### src/rtl/srect_pkg.sv
`timescale 1ns / 1ps

package srect_pkg;

  localparam int CoordW = 16;
  localparam int DiffW  = CoordW + 1;
  localparam int ProdW  = 2 * DiffW;
  localparam int OrW    = ProdW + 1;

  typedef struct packed {
    logic signed [CoordW-1:0] seg_start_x;
    logic signed [CoordW-1:0] seg_start_y;
    logic signed [CoordW-1:0] seg_end_x;
    logic signed [CoordW-1:0] seg_end_y;
    logic signed [CoordW-1:0] rect_left;
    logic signed [CoordW-1:0] rect_top;
    logic signed [CoordW-1:0] rect_right;
    logic signed [CoordW-1:0] rect_bottom;
  } in_t;

  typedef struct packed {
    logic                     hit;
    logic signed [CoordW-1:0] contact_x;
    logic signed [CoordW-1:0] contact_y;
  } out_t;

  // sign as two flags, zero when neither is set
  typedef struct packed {
    logic p;
    logic n;
  } sgn_t;

  // signs of rectangle coordinate minus segment end point coordinate, and of width r-l and height b-t
  typedef struct packed {
    sgn_t lax;
    sgn_t rax;
    sgn_t lbx;
    sgn_t rbx;
    sgn_t tay;
    sgn_t bay;
    sgn_t tby;
    sgn_t bby;
    sgn_t rl;
    sgn_t bt;
  } dsg_t;

  typedef struct packed {
    logic signed [DiffW-1:0] dx;
    logic signed [DiffW-1:0] dy;
    logic signed [DiffW-1:0] lax;
    logic signed [DiffW-1:0] rax;
    logic signed [DiffW-1:0] lbx;
    logic signed [DiffW-1:0] rbx;
    logic signed [DiffW-1:0] tay;
    logic signed [DiffW-1:0] bay;
    logic signed [DiffW-1:0] tby;
    logic signed [DiffW-1:0] bby;
    logic signed [DiffW-1:0] rl;
    logic signed [DiffW-1:0] bt;
    logic signed [DiffW-1:0] sum_x;
    logic signed [DiffW-1:0] sum_y;
  } s1_t;

  typedef struct packed {
    logic signed [ProdW-1:0] l_dy;
    logic signed [ProdW-1:0] r_dy;
    logic signed [ProdW-1:0] dx_t;
    logic signed [ProdW-1:0] dx_b;
    dsg_t                    ds;
    logic signed [DiffW-1:0] sum_x;
    logic signed [DiffW-1:0] sum_y;
  } s2_t;

  typedef struct packed {
    sgn_t                    olt;
    sgn_t                    ort;
    sgn_t                    orb;
    sgn_t                    olb;
    dsg_t                    ds;
    logic signed [DiffW-1:0] sum_x;
    logic signed [DiffW-1:0] sum_y;
  } s3_t;

  function automatic sgn_t sgn_of(input logic signed [DiffW-1:0] v);
    sgn_t s;
    s.n = v[DiffW-1];
    s.p = !v[DiffW-1] && (v != '0);
    return s;
  endfunction

  function automatic sgn_t sgn_mul(input sgn_t a, input sgn_t b);
    sgn_t s;
    s.p = (a.p && b.p) || (a.n && b.n);
    s.n = (a.p && b.n) || (a.n && b.p);
    return s;
  endfunction

  function automatic sgn_t sgn_neg(input sgn_t a);
    sgn_t s;
    s.p = a.n;
    s.n = a.p;
    return s;
  endfunction

  function automatic logic sgn_zero(input sgn_t a);
    return !a.p && !a.n;
  endfunction

  // point lies between two bounds, given the signs of bound minus point
  function automatic logic between(input sgn_t a, input sgn_t b);
    return !(a.p && b.p) && !(a.n && b.n);
  endfunction

  function automatic logic edge_meet(input sgn_t s1, input sgn_t s2,
                                     input sgn_t s3, input sgn_t s4,
                                     input logic b1, input logic b2,
                                     input logic b3, input logic b4);
    logic cross12;
    logic cross34;
    cross12 = (s1.p && s2.n) || (s1.n && s2.p);
    cross34 = (s3.p && s4.n) || (s3.n && s4.p);
    return (cross12 && cross34) ||
           (sgn_zero(s1) && b1) || (sgn_zero(s2) && b2) ||
           (sgn_zero(s3) && b3) || (sgn_zero(s4) && b4);
  endfunction

endpackage

### src/rtl/segment_rectangle_intersect.sv
`timescale 1ns / 1ps
// segment versus axis-aligned rectangle hit test
//
// in_valid / in_stall / in_data: each request, one per cycle unless in_stall is high, carries the segment
// end points and the rectangle edges, all signed Q12.4
// out_valid / out_stall / out_data: one result per request, in order, with
// the hit flag and the segment midpoint (zero when there is no hit)
//
// four register stages, from the accepting edge to out_valid:
// differences, products, orientation signs, then edge decisions into the output
// throughput is one request per cycle while out_stall is low; the four 17x17 multipliers in the
// second stage are used once per request
//
// reset clears every stage valid bit, so the pipeline comes up empty
// when out_stall is high the result holds; empty stages ahead of it still
// fill, and in_stall rises only once all four stages hold a request
module segment_rectangle_intersect (
  input  logic             clk,
  input  logic             rst_n,
  input  logic             in_valid,
  output logic             in_stall,
  input  srect_pkg::in_t   in_data,
  output logic             out_valid,
  input  logic             out_stall,
  output srect_pkg::out_t  out_data
);
  import srect_pkg::*;

  logic v1, v2, v3, v4;
  logic en1, en2, en3, en4;
  s1_t  d1;
  s2_t  d2;
  s3_t  d3;

  // a stage moves when it is empty or the stage after it moves
  assign en4 = !v4 || !out_stall;
  assign en3 = !v3 || en4;
  assign en2 = !v2 || en3;
  assign en1 = !v1 || en2;

  assign in_stall  = !en1;
  assign out_valid = v4;

  srect_diff u_diff (
    .clk     (clk),
    .rst_n   (rst_n),
    .en      (en1),
    .vld_in  (in_valid),
    .data_in (in_data),
    .vld_r   (v1),
    .data_r  (d1)
  );

  srect_mult u_mult (
    .clk     (clk),
    .rst_n   (rst_n),
    .en      (en2),
    .vld_in  (v1),
    .data_in (d1),
    .vld_r   (v2),
    .data_r  (d2)
  );

  srect_orient u_orient (
    .clk     (clk),
    .rst_n   (rst_n),
    .en      (en3),
    .vld_in  (v2),
    .data_in (d2),
    .vld_r   (v3),
    .data_r  (d3)
  );

  srect_decide u_decide (
    .clk     (clk),
    .rst_n   (rst_n),
    .en      (en4),
    .vld_in  (v3),
    .data_in (d3),
    .vld_r   (v4),
    .data_r  (out_data)
  );

`ifndef SYNTH
  a_miss_zero: assert property (@(posedge clk) disable iff (!rst_n)
    (out_valid && !out_data.hit) |-> (out_data.contact_x == '0 && out_data.contact_y == '0))
    else $error("contact point not zero on a miss");

  a_stall_full: assert property (@(posedge clk) disable iff (!rst_n)
    in_stall |-> (v1 && v2 && v3 && v4))
    else $error("input stalled with a bubble in the pipeline");

  a_s1_hold: assert property (@(posedge clk) disable iff (!rst_n)
    (v1 && !en1) |=> (v1 && $stable(d1)))
    else $error("first stage changed while held");
`endif

endmodule

### src/rtl/srect_diff.sv
`timescale 1ns / 1ps

module srect_diff (
  input  logic             clk,
  input  logic             rst_n,
  input  logic             en,
  input  logic             vld_in,
  input  srect_pkg::in_t   data_in,
  output logic             vld_r,
  output srect_pkg::s1_t   data_r
);
  import srect_pkg::*;

  s1_t data_nxt;
  logic signed [DiffW-1:0] ax, ay, bx, by, l, t, r, b;

  always_comb begin
    ax = DiffW'(data_in.seg_start_x);
    ay = DiffW'(data_in.seg_start_y);
    bx = DiffW'(data_in.seg_end_x);
    by = DiffW'(data_in.seg_end_y);
    l  = DiffW'(data_in.rect_left);
    t  = DiffW'(data_in.rect_top);
    r  = DiffW'(data_in.rect_right);
    b  = DiffW'(data_in.rect_bottom);
    data_nxt.dx    = bx - ax;
    data_nxt.dy    = by - ay;
    data_nxt.lax   = l - ax;
    data_nxt.rax   = r - ax;
    data_nxt.lbx   = l - bx;
    data_nxt.rbx   = r - bx;
    data_nxt.tay   = t - ay;
    data_nxt.bay   = b - ay;
    data_nxt.tby   = t - by;
    data_nxt.bby   = b - by;
    data_nxt.rl    = r - l;
    data_nxt.bt    = b - t;
    data_nxt.sum_x = ax + bx;
    data_nxt.sum_y = ay + by;
  end

  always_ff @(posedge clk) begin
    if (!rst_n) begin
      vld_r <= 1'b0;
    end else if (en) begin
      vld_r <= vld_in;
    end
  end

  always_ff @(posedge clk) begin
    if (en) begin
      data_r <= data_nxt;
    end
  end

endmodule

### src/rtl/srect_mult.sv
`timescale 1ns / 1ps

module srect_mult (
  input  logic             clk,
  input  logic             rst_n,
  input  logic             en,
  input  logic             vld_in,
  input  srect_pkg::s1_t   data_in,
  output logic             vld_r,
  output srect_pkg::s2_t   data_r
);
  import srect_pkg::*;

  s2_t data_nxt;

  // the four corner orientations against the segment share these products
  always_comb begin
    data_nxt.l_dy   = ProdW'(data_in.lax) * ProdW'(data_in.dy);
    data_nxt.r_dy   = ProdW'(data_in.rax) * ProdW'(data_in.dy);
    data_nxt.dx_t   = ProdW'(data_in.dx) * ProdW'(data_in.tay);
    data_nxt.dx_b   = ProdW'(data_in.dx) * ProdW'(data_in.bay);
    data_nxt.ds.lax = sgn_of(data_in.lax);
    data_nxt.ds.rax = sgn_of(data_in.rax);
    data_nxt.ds.lbx = sgn_of(data_in.lbx);
    data_nxt.ds.rbx = sgn_of(data_in.rbx);
    data_nxt.ds.tay = sgn_of(data_in.tay);
    data_nxt.ds.bay = sgn_of(data_in.bay);
    data_nxt.ds.tby = sgn_of(data_in.tby);
    data_nxt.ds.bby = sgn_of(data_in.bby);
    data_nxt.ds.rl  = sgn_of(data_in.rl);
    data_nxt.ds.bt  = sgn_of(data_in.bt);
    data_nxt.sum_x  = data_in.sum_x;
    data_nxt.sum_y  = data_in.sum_y;
  end

  always_ff @(posedge clk) begin
    if (!rst_n) begin
      vld_r <= 1'b0;
    end else if (en) begin
      vld_r <= vld_in;
    end
  end

  always_ff @(posedge clk) begin
    if (en) begin
      data_r <= data_nxt;
    end
  end

endmodule

### src/rtl/srect_orient.sv
`timescale 1ns / 1ps

module srect_orient (
  input  logic             clk,
  input  logic             rst_n,
  input  logic             en,
  input  logic             vld_in,
  input  srect_pkg::s2_t   data_in,
  output logic             vld_r,
  output srect_pkg::s3_t   data_r
);
  import srect_pkg::*;

  s3_t data_nxt;
  logic signed [OrW-1:0] o_lt, o_rt, o_rb, o_lb;

  function automatic sgn_t or_sgn(input logic signed [OrW-1:0] v);
    sgn_t s;
    s.n = v[OrW-1];
    s.p = !v[OrW-1] && (v != '0);
    return s;
  endfunction

  always_comb begin
    o_lt = OrW'(data_in.l_dy) - OrW'(data_in.dx_t);
    o_rt = OrW'(data_in.r_dy) - OrW'(data_in.dx_t);
    o_rb = OrW'(data_in.r_dy) - OrW'(data_in.dx_b);
    o_lb = OrW'(data_in.l_dy) - OrW'(data_in.dx_b);
    data_nxt.olt   = or_sgn(o_lt);
    data_nxt.ort   = or_sgn(o_rt);
    data_nxt.orb   = or_sgn(o_rb);
    data_nxt.olb   = or_sgn(o_lb);
    data_nxt.ds    = data_in.ds;
    data_nxt.sum_x = data_in.sum_x;
    data_nxt.sum_y = data_in.sum_y;
  end

  always_ff @(posedge clk) begin
    if (!rst_n) begin
      vld_r <= 1'b0;
    end else if (en) begin
      vld_r <= vld_in;
    end
  end

  always_ff @(posedge clk) begin
    if (en) begin
      data_r <= data_nxt;
    end
  end

endmodule

### src/rtl/srect_decide.sv
`timescale 1ns / 1ps

module srect_decide (
  input  logic             clk,
  input  logic             rst_n,
  input  logic             en,
  input  logic             vld_in,
  input  srect_pkg::s3_t   data_in,
  output logic             vld_r,
  output srect_pkg::out_t  data_r
);
  import srect_pkg::*;

  out_t data_nxt;
  dsg_t ds;
  logic box_lt, box_rt, box_rb, box_lb;
  logic hit_top, hit_right, hit_bottom, hit_left, hit;

  always_comb begin
    ds = data_in.ds;
    // corner inside the segment's bounding box
    box_lt = between(ds.lax, ds.lbx) && between(ds.tay, ds.tby);
    box_rt = between(ds.rax, ds.rbx) && between(ds.tay, ds.tby);
    box_rb = between(ds.rax, ds.rbx) && between(ds.bay, ds.bby);
    box_lb = between(ds.lax, ds.lbx) && between(ds.bay, ds.bby);

    // edges are axis aligned, so one cross product term drops out
    hit_top = edge_meet(
      sgn_mul(ds.rl, ds.tay), sgn_mul(ds.rl, ds.tby),
      data_in.olt, data_in.ort,
      between(ds.lax, ds.rax) && sgn_zero(ds.tay),
      between(ds.lbx, ds.rbx) && sgn_zero(ds.tby),
      box_lt, box_rt);
    hit_right = edge_meet(
      sgn_neg(sgn_mul(ds.rax, ds.bt)), sgn_neg(sgn_mul(ds.rbx, ds.bt)),
      data_in.ort, data_in.orb,
      sgn_zero(ds.rax) && between(ds.tay, ds.bay),
      sgn_zero(ds.rbx) && between(ds.tby, ds.bby),
      box_rt, box_rb);
    hit_bottom = edge_meet(
      sgn_neg(sgn_mul(ds.rl, ds.bay)), sgn_neg(sgn_mul(ds.rl, ds.bby)),
      data_in.orb, data_in.olb,
      between(ds.lax, ds.rax) && sgn_zero(ds.bay),
      between(ds.lbx, ds.rbx) && sgn_zero(ds.bby),
      box_rb, box_lb);
    hit_left = edge_meet(
      sgn_mul(ds.lax, ds.bt), sgn_mul(ds.lbx, ds.bt),
      data_in.olb, data_in.olt,
      sgn_zero(ds.lax) && between(ds.tay, ds.bay),
      sgn_zero(ds.lbx) && between(ds.tby, ds.bby),
      box_lb, box_lt);

    hit = hit_top || hit_right || hit_bottom || hit_left;
    data_nxt.hit = hit;
    // midpoint rounds toward minus infinity
    data_nxt.contact_x = hit ? data_in.sum_x[DiffW-1:1] : '0;
    data_nxt.contact_y = hit ? data_in.sum_y[DiffW-1:1] : '0;
  end

  always_ff @(posedge clk) begin
    if (!rst_n) begin
      vld_r <= 1'b0;
    end else if (en) begin
      vld_r <= vld_in;
    end
  end

  always_ff @(posedge clk) begin
    if (en) begin
      data_r <= data_nxt;
    end
  end

endmodule

### config.mk
export PLATFORM = sky130hd
export DESIGN_NAME = segment_rectangle_intersect
export DESIGN_NICKNAME = d
export VERILOG_FILES = /design/src/rtl/srect_pkg.sv /design/src/rtl/segment_rectangle_intersect.sv /design/src/rtl/srect_diff.sv /design/src/rtl/srect_mult.sv /design/src/rtl/srect_orient.sv /design/src/rtl/srect_decide.sv
export SDC_FILE = /design/constraint.sdc
export NUM_CORES = 2
export LEC_CHECK = 0
export BUFFER_PORTS_ARGS = -buffer_cell sky130_fd_sc_hd__buf_2
export CAP_MARGIN = 25
export CORE_UTILIZATION = 32
export CTS_BUF_LIST = sky130_fd_sc_hd__clkbuf_4 sky130_fd_sc_hd__clkbuf_8
export DETAILED_ROUTE_END_ITERATION = 10
export GPL_ROUTABILITY_DRIVEN = 1
export MAX_ROUTING_LAYER = met4
export PLACE_DENSITY_LB_ADDON = 0.2
export SKIP_LAST_GASP = 1
export SYNTH_ARGS = -nofsm -noshare
export SYNTH_HDL_FRONTEND = slang
export SYNTH_SLANG_ARGS = --single-unit
### constraint.sdc
create_clock -name clk -period 33.4 [get_ports clk]
set_clock_uncertainty 0.05 [all_clocks]
set_input_delay 6.68 -clock clk [delete_from_list [all_inputs] [get_ports clk]]
set_output_delay 6.68 -clock clk [all_outputs]
set_load 0.02 [all_outputs]
Word level (Yosys, flattened, before mapping)
Cells that the tools add are included.

cells by class
  $add $sub $neg = 18
  multipliers = 4
  reduce and logical (&&, ||, !) cells = 271

operators by type and width
  cell                 count
  $sub A16 B16 Y17     12
  $reduce_bool A17 Y1  10
  $reduce_bool A35 Y1  4
  $sub A34 B34 Y35     4
  $mul A17 B17 Y34     4
  $logic_and A1 B1 Y1  134
  $logic_not A1 Y1     76
  $logic_or A1 B1 Y1   47
  $add A16 B16 Y17     2

word-level totals
  register bits after elaboration = 527
  logic and storage cells = 370

Longest topological paths before layout
  depth after elaboration = 12
  mapped depth = 26

Cells and area by module
A second synthesis with hierarchy kept.

unflattened totals
  cells, all modules = 8189
  area total of the unflattened synthesis = 79269.8 um^2

modules (own cells, without submodules)
  module                       instances  cells each  area each (um^2)
  srect_mult                   1          4967        49356.1
  srect_diff                   1          1757        17830.9
  srect_orient                 1          1335        10406.2
  srect_decide                 1          124         1642.8
  segment_rectangle_intersect  1          6           33.8

Worst setup path before layout
Ideal clock, no wire load.

  path type = input to output
  start point = input port out_stall
  end point = output port in_stall
  arrival = 14192 ps
  setup slack = 12478 ps
  stages on the path = 3
  path through = and3_1 nand3_1 inv_1

on the way
  word-level cells in the longest chain between the ends = 6

RTL lines
  item                RTL line                           source
  from (decl)         segment_rectangle_intersect.sv:24  input logic out_stall,
  $logic_not A1 Y1    segment_rectangle_intersect.sv:36  assign en4 = !v4 || !out_stall;
  $logic_or A1 B1 Y1  segment_rectangle_intersect.sv:36
  $logic_or A1 B1 Y1  segment_rectangle_intersect.sv:37  assign en3 = !v3 || en4;
  $logic_or A1 B1 Y1  segment_rectangle_intersect.sv:38  assign en2 = !v2 || en3;
  $logic_or A1 B1 Y1  segment_rectangle_intersect.sv:39  assign en1 = !v1 || en2;
  $logic_not A1 Y1    segment_rectangle_intersect.sv:41  assign in_stall = !en1;
  to (decl)           segment_rectangle_intersect.sv:21  output logic in_stall,

No other way between the ends.

Worst setup path after layout
Same ends and word-level chain as after synthesis.

==> summary.md <==
| Metric | Value |
|---|---|
| Post-CTS Setup Bufs | `0` |
| Largest net degree at the start of global routing | `174` |
| Synth area leader | `fa_1` |
| Post-DR wirelength/cell | `20.3 um` |
| MaxCap Viol Count | `0` |
| Chip Height | `493 um` |
| Cells along the critical path | `buf_2, and3_1, nand3_4, inv_1, buf_2` |
| Synth top area cells | `fa_1, edfxtp_1, ha_1` |
| Sequential share of the synthesized area | `0.202` |
| Nets | `10100` |
| Worst EP arrival | `8330 ps` |
| Total gr overflow | `0` |
| Cts repair resizes | `0` |
| First-pass GRT wire length | `357000 um` |
| Initial core utilization | `0.323` |
| PortBufs | `166` |
| Area of the core | `239000 um^2` |
| Via-per-instance ratio | `4.99` |
| I/O pin total | `167` |
| Yosys warning count | `0` |
| Seq cells post-synth | `521` |
| Crit Path Class | `in -> out` |
| Die Width | `493 um` |
| Clk sinks | `521` |
| Final hold vios | `0` |
| WP data required | `26670 ps` |
| RSZ-0062 raised after global routing | `no` |
| Core Rows | `179` |
| Antenna-violating nets left | `0` |
| Slew headroom | `0.245` |
| Worst-margin pin slew | `1130 ps` |
| CTS max path bufs | `3` |
| Area share of the largest cell type after synthesis | `0.312` |
| Worst skew pair latency | `840 ps` |
| Post-route setup TNS | `0 ps` |
| Synth Instances | `8022` |
| Gr usage total | `0.198` |
| Min Tclk post-route | `15060 ps` |
| CTS Hold Bufs | `0` |
| Async set or reset register ratio after synthesis | `0` |
| Synthesized area per cell | `9.62 um^2` |
| CTS tree | `built` |
| Synth Flop Type | `edfxtp_1` |
| Distinct cells, synth | `79` |
| CP max stage cell | `nand3_4` |
| Placed wire-length estimate | `186000 um` |
| Commonest non-fill, non-tap cell in the layout | `inv_1` |
| CP max stage delay | `720 ps` |
| DIE AREA | `243000 um^2` |
| DR DRC count | `0` |
| Fmax achieved | `66.4 MHz` |
| Layout cell share with drive strength beyond 1 | `0.0526` |
| CP Capture Type | `output port` |
| Routability Congestion | `0.898` |
| Outcome | `finished clean` |
| DRT iter0 DRCs | `3405` |
| Final slew viol count | `0` |
| EDFF count, synth | `517` |
| Vias in the first global route | `59800` |
| Via count | `56700` |
| Number of CTS-inserted buffers | `98` |
| Clock transition at the registers of the reported paths | `70 ps` |
| Crit-path max FO | `65` |
| Clock Root Buffer | `clkbuf_8` |
| Most frequent cells in the layout | `inv_1, fa_1, nand2_1, ha_1, and2_1` |
| CP startpoint kind | `input pin` |
| Synth Net Count | `10100` |
| Syn Std Cell Area | `77100 um^2` |
| Antenna violations before repair | `11` |
| Setup-failing EPs final | `0` |
| H-tree level count | `3` |
| Hold WC Path Type | `reg -> reg` |
| Routed wire length | `231000 um` |
| Syn-to-layout area delta | `8.49%` |
| Period utilisation layout | `0.451` |
| Most used cell, CP | `buf_2` |
| 1st-pass router iterations | `6` |
per-layer routing:
layer	global-route usage	routed length [um]	vias to the layer above
met2	0.325	110000	1497
met5	-	0	-
met3	0.0222	10900	300
met1	0.256	102000	28900
li1	-	-	26000
met4	0.0631	7700	0
cells in the mapped netlist (39+ instances only):
library cell     n
nor2_1         377
nor3_1          70
and2_1         594
edfxtp_1       517
nor2b_1        126
fa_1          1202
o21a_1          58
xor2_1          49
nor4_1          68
o21bai_1        43
inv_1         1617
a21o_1          88
xnor2_1        243
and3_1          39
o21ai_0        245
nand3_1         96
a21oi_1        303
nand2b_1        66
nand2_1        716
clkbuf_1       231
ha_1           700
a21boi_0        68
kinds of logic after synthesis:
family                   count (synthesis)  synth area share
AND/OR/NAND/NOR                       2273             0.148
buffers and inverters                 1850            0.0900
AO/OA/AOI/OAI                         1155            0.0977
flip-flops                             521             0.202
multiplexers                            29           0.00388
adder cells (fa/ha/maj)               1902             0.425
XOR/XNOR                               292            0.0332
worst paths after layout:
path / from / endpoint / slack, ps / depth (start not counted)
max: out_stall / in_stall / 18340 / 5
min: u_diff.data_r[4] / u_mult.data_r[4] / 360 / 0
max reg2reg: u_diff.data_r[121] / u_mult.data_r[121] / 25440 / 22
min reg2reg: u_diff.data_r[4] / u_mult.data_r[4] / 360 / 0
cell type report:
type                    count  area [um^2]
fillers                 24600       155000
multi-input cells        5651        54600
flip-flops and latches    521        15600
inverters                1618         6070
well taps                3167         3960
clock buffers             125         1560
repair buffers            224         1350
clock inverters            54          495
diodes                      6         15.0
metrics by stage:
stage	cells	instance area, um^2	setup slack (ps)	hold WS, ps	util
6_report	11400	83700	18340	357	0.351
5_1_grt	11400	83700	18130	372	0.351
4_1_cts	11400	83600	18280	365	0.350
3_5_place_dp	11200	81600	18280	355	0.342
3_3_place_gp	11200	81500	18290	353	0.341
2_1_floorplan	8022	77100	12480	350	-
worst max-delay path: cells and delay by family:
kind / cells / cell delay (ps)
AND/OR/NAND/NOR: 2 / 1050
buffers and inverters: 3 / 590
sequential cells by signal (all words and copies together) (netlist names):
| name | cells |
|---|---|
| u_orient.data_r | 60 |
| u_orient.vld_r | 1 |
| u_decide.data_r | 33 |
| u_mult.vld_r | 1 |
| u_mult.data_r | 188 |
| u_decide.vld_r | 1 |
| u_diff.data_r | 236 |
| u_diff.vld_r | 1 |
Power is not shown: default switching activity piles up to over one toggle a cycle in this logic, so the estimate is an artifact.
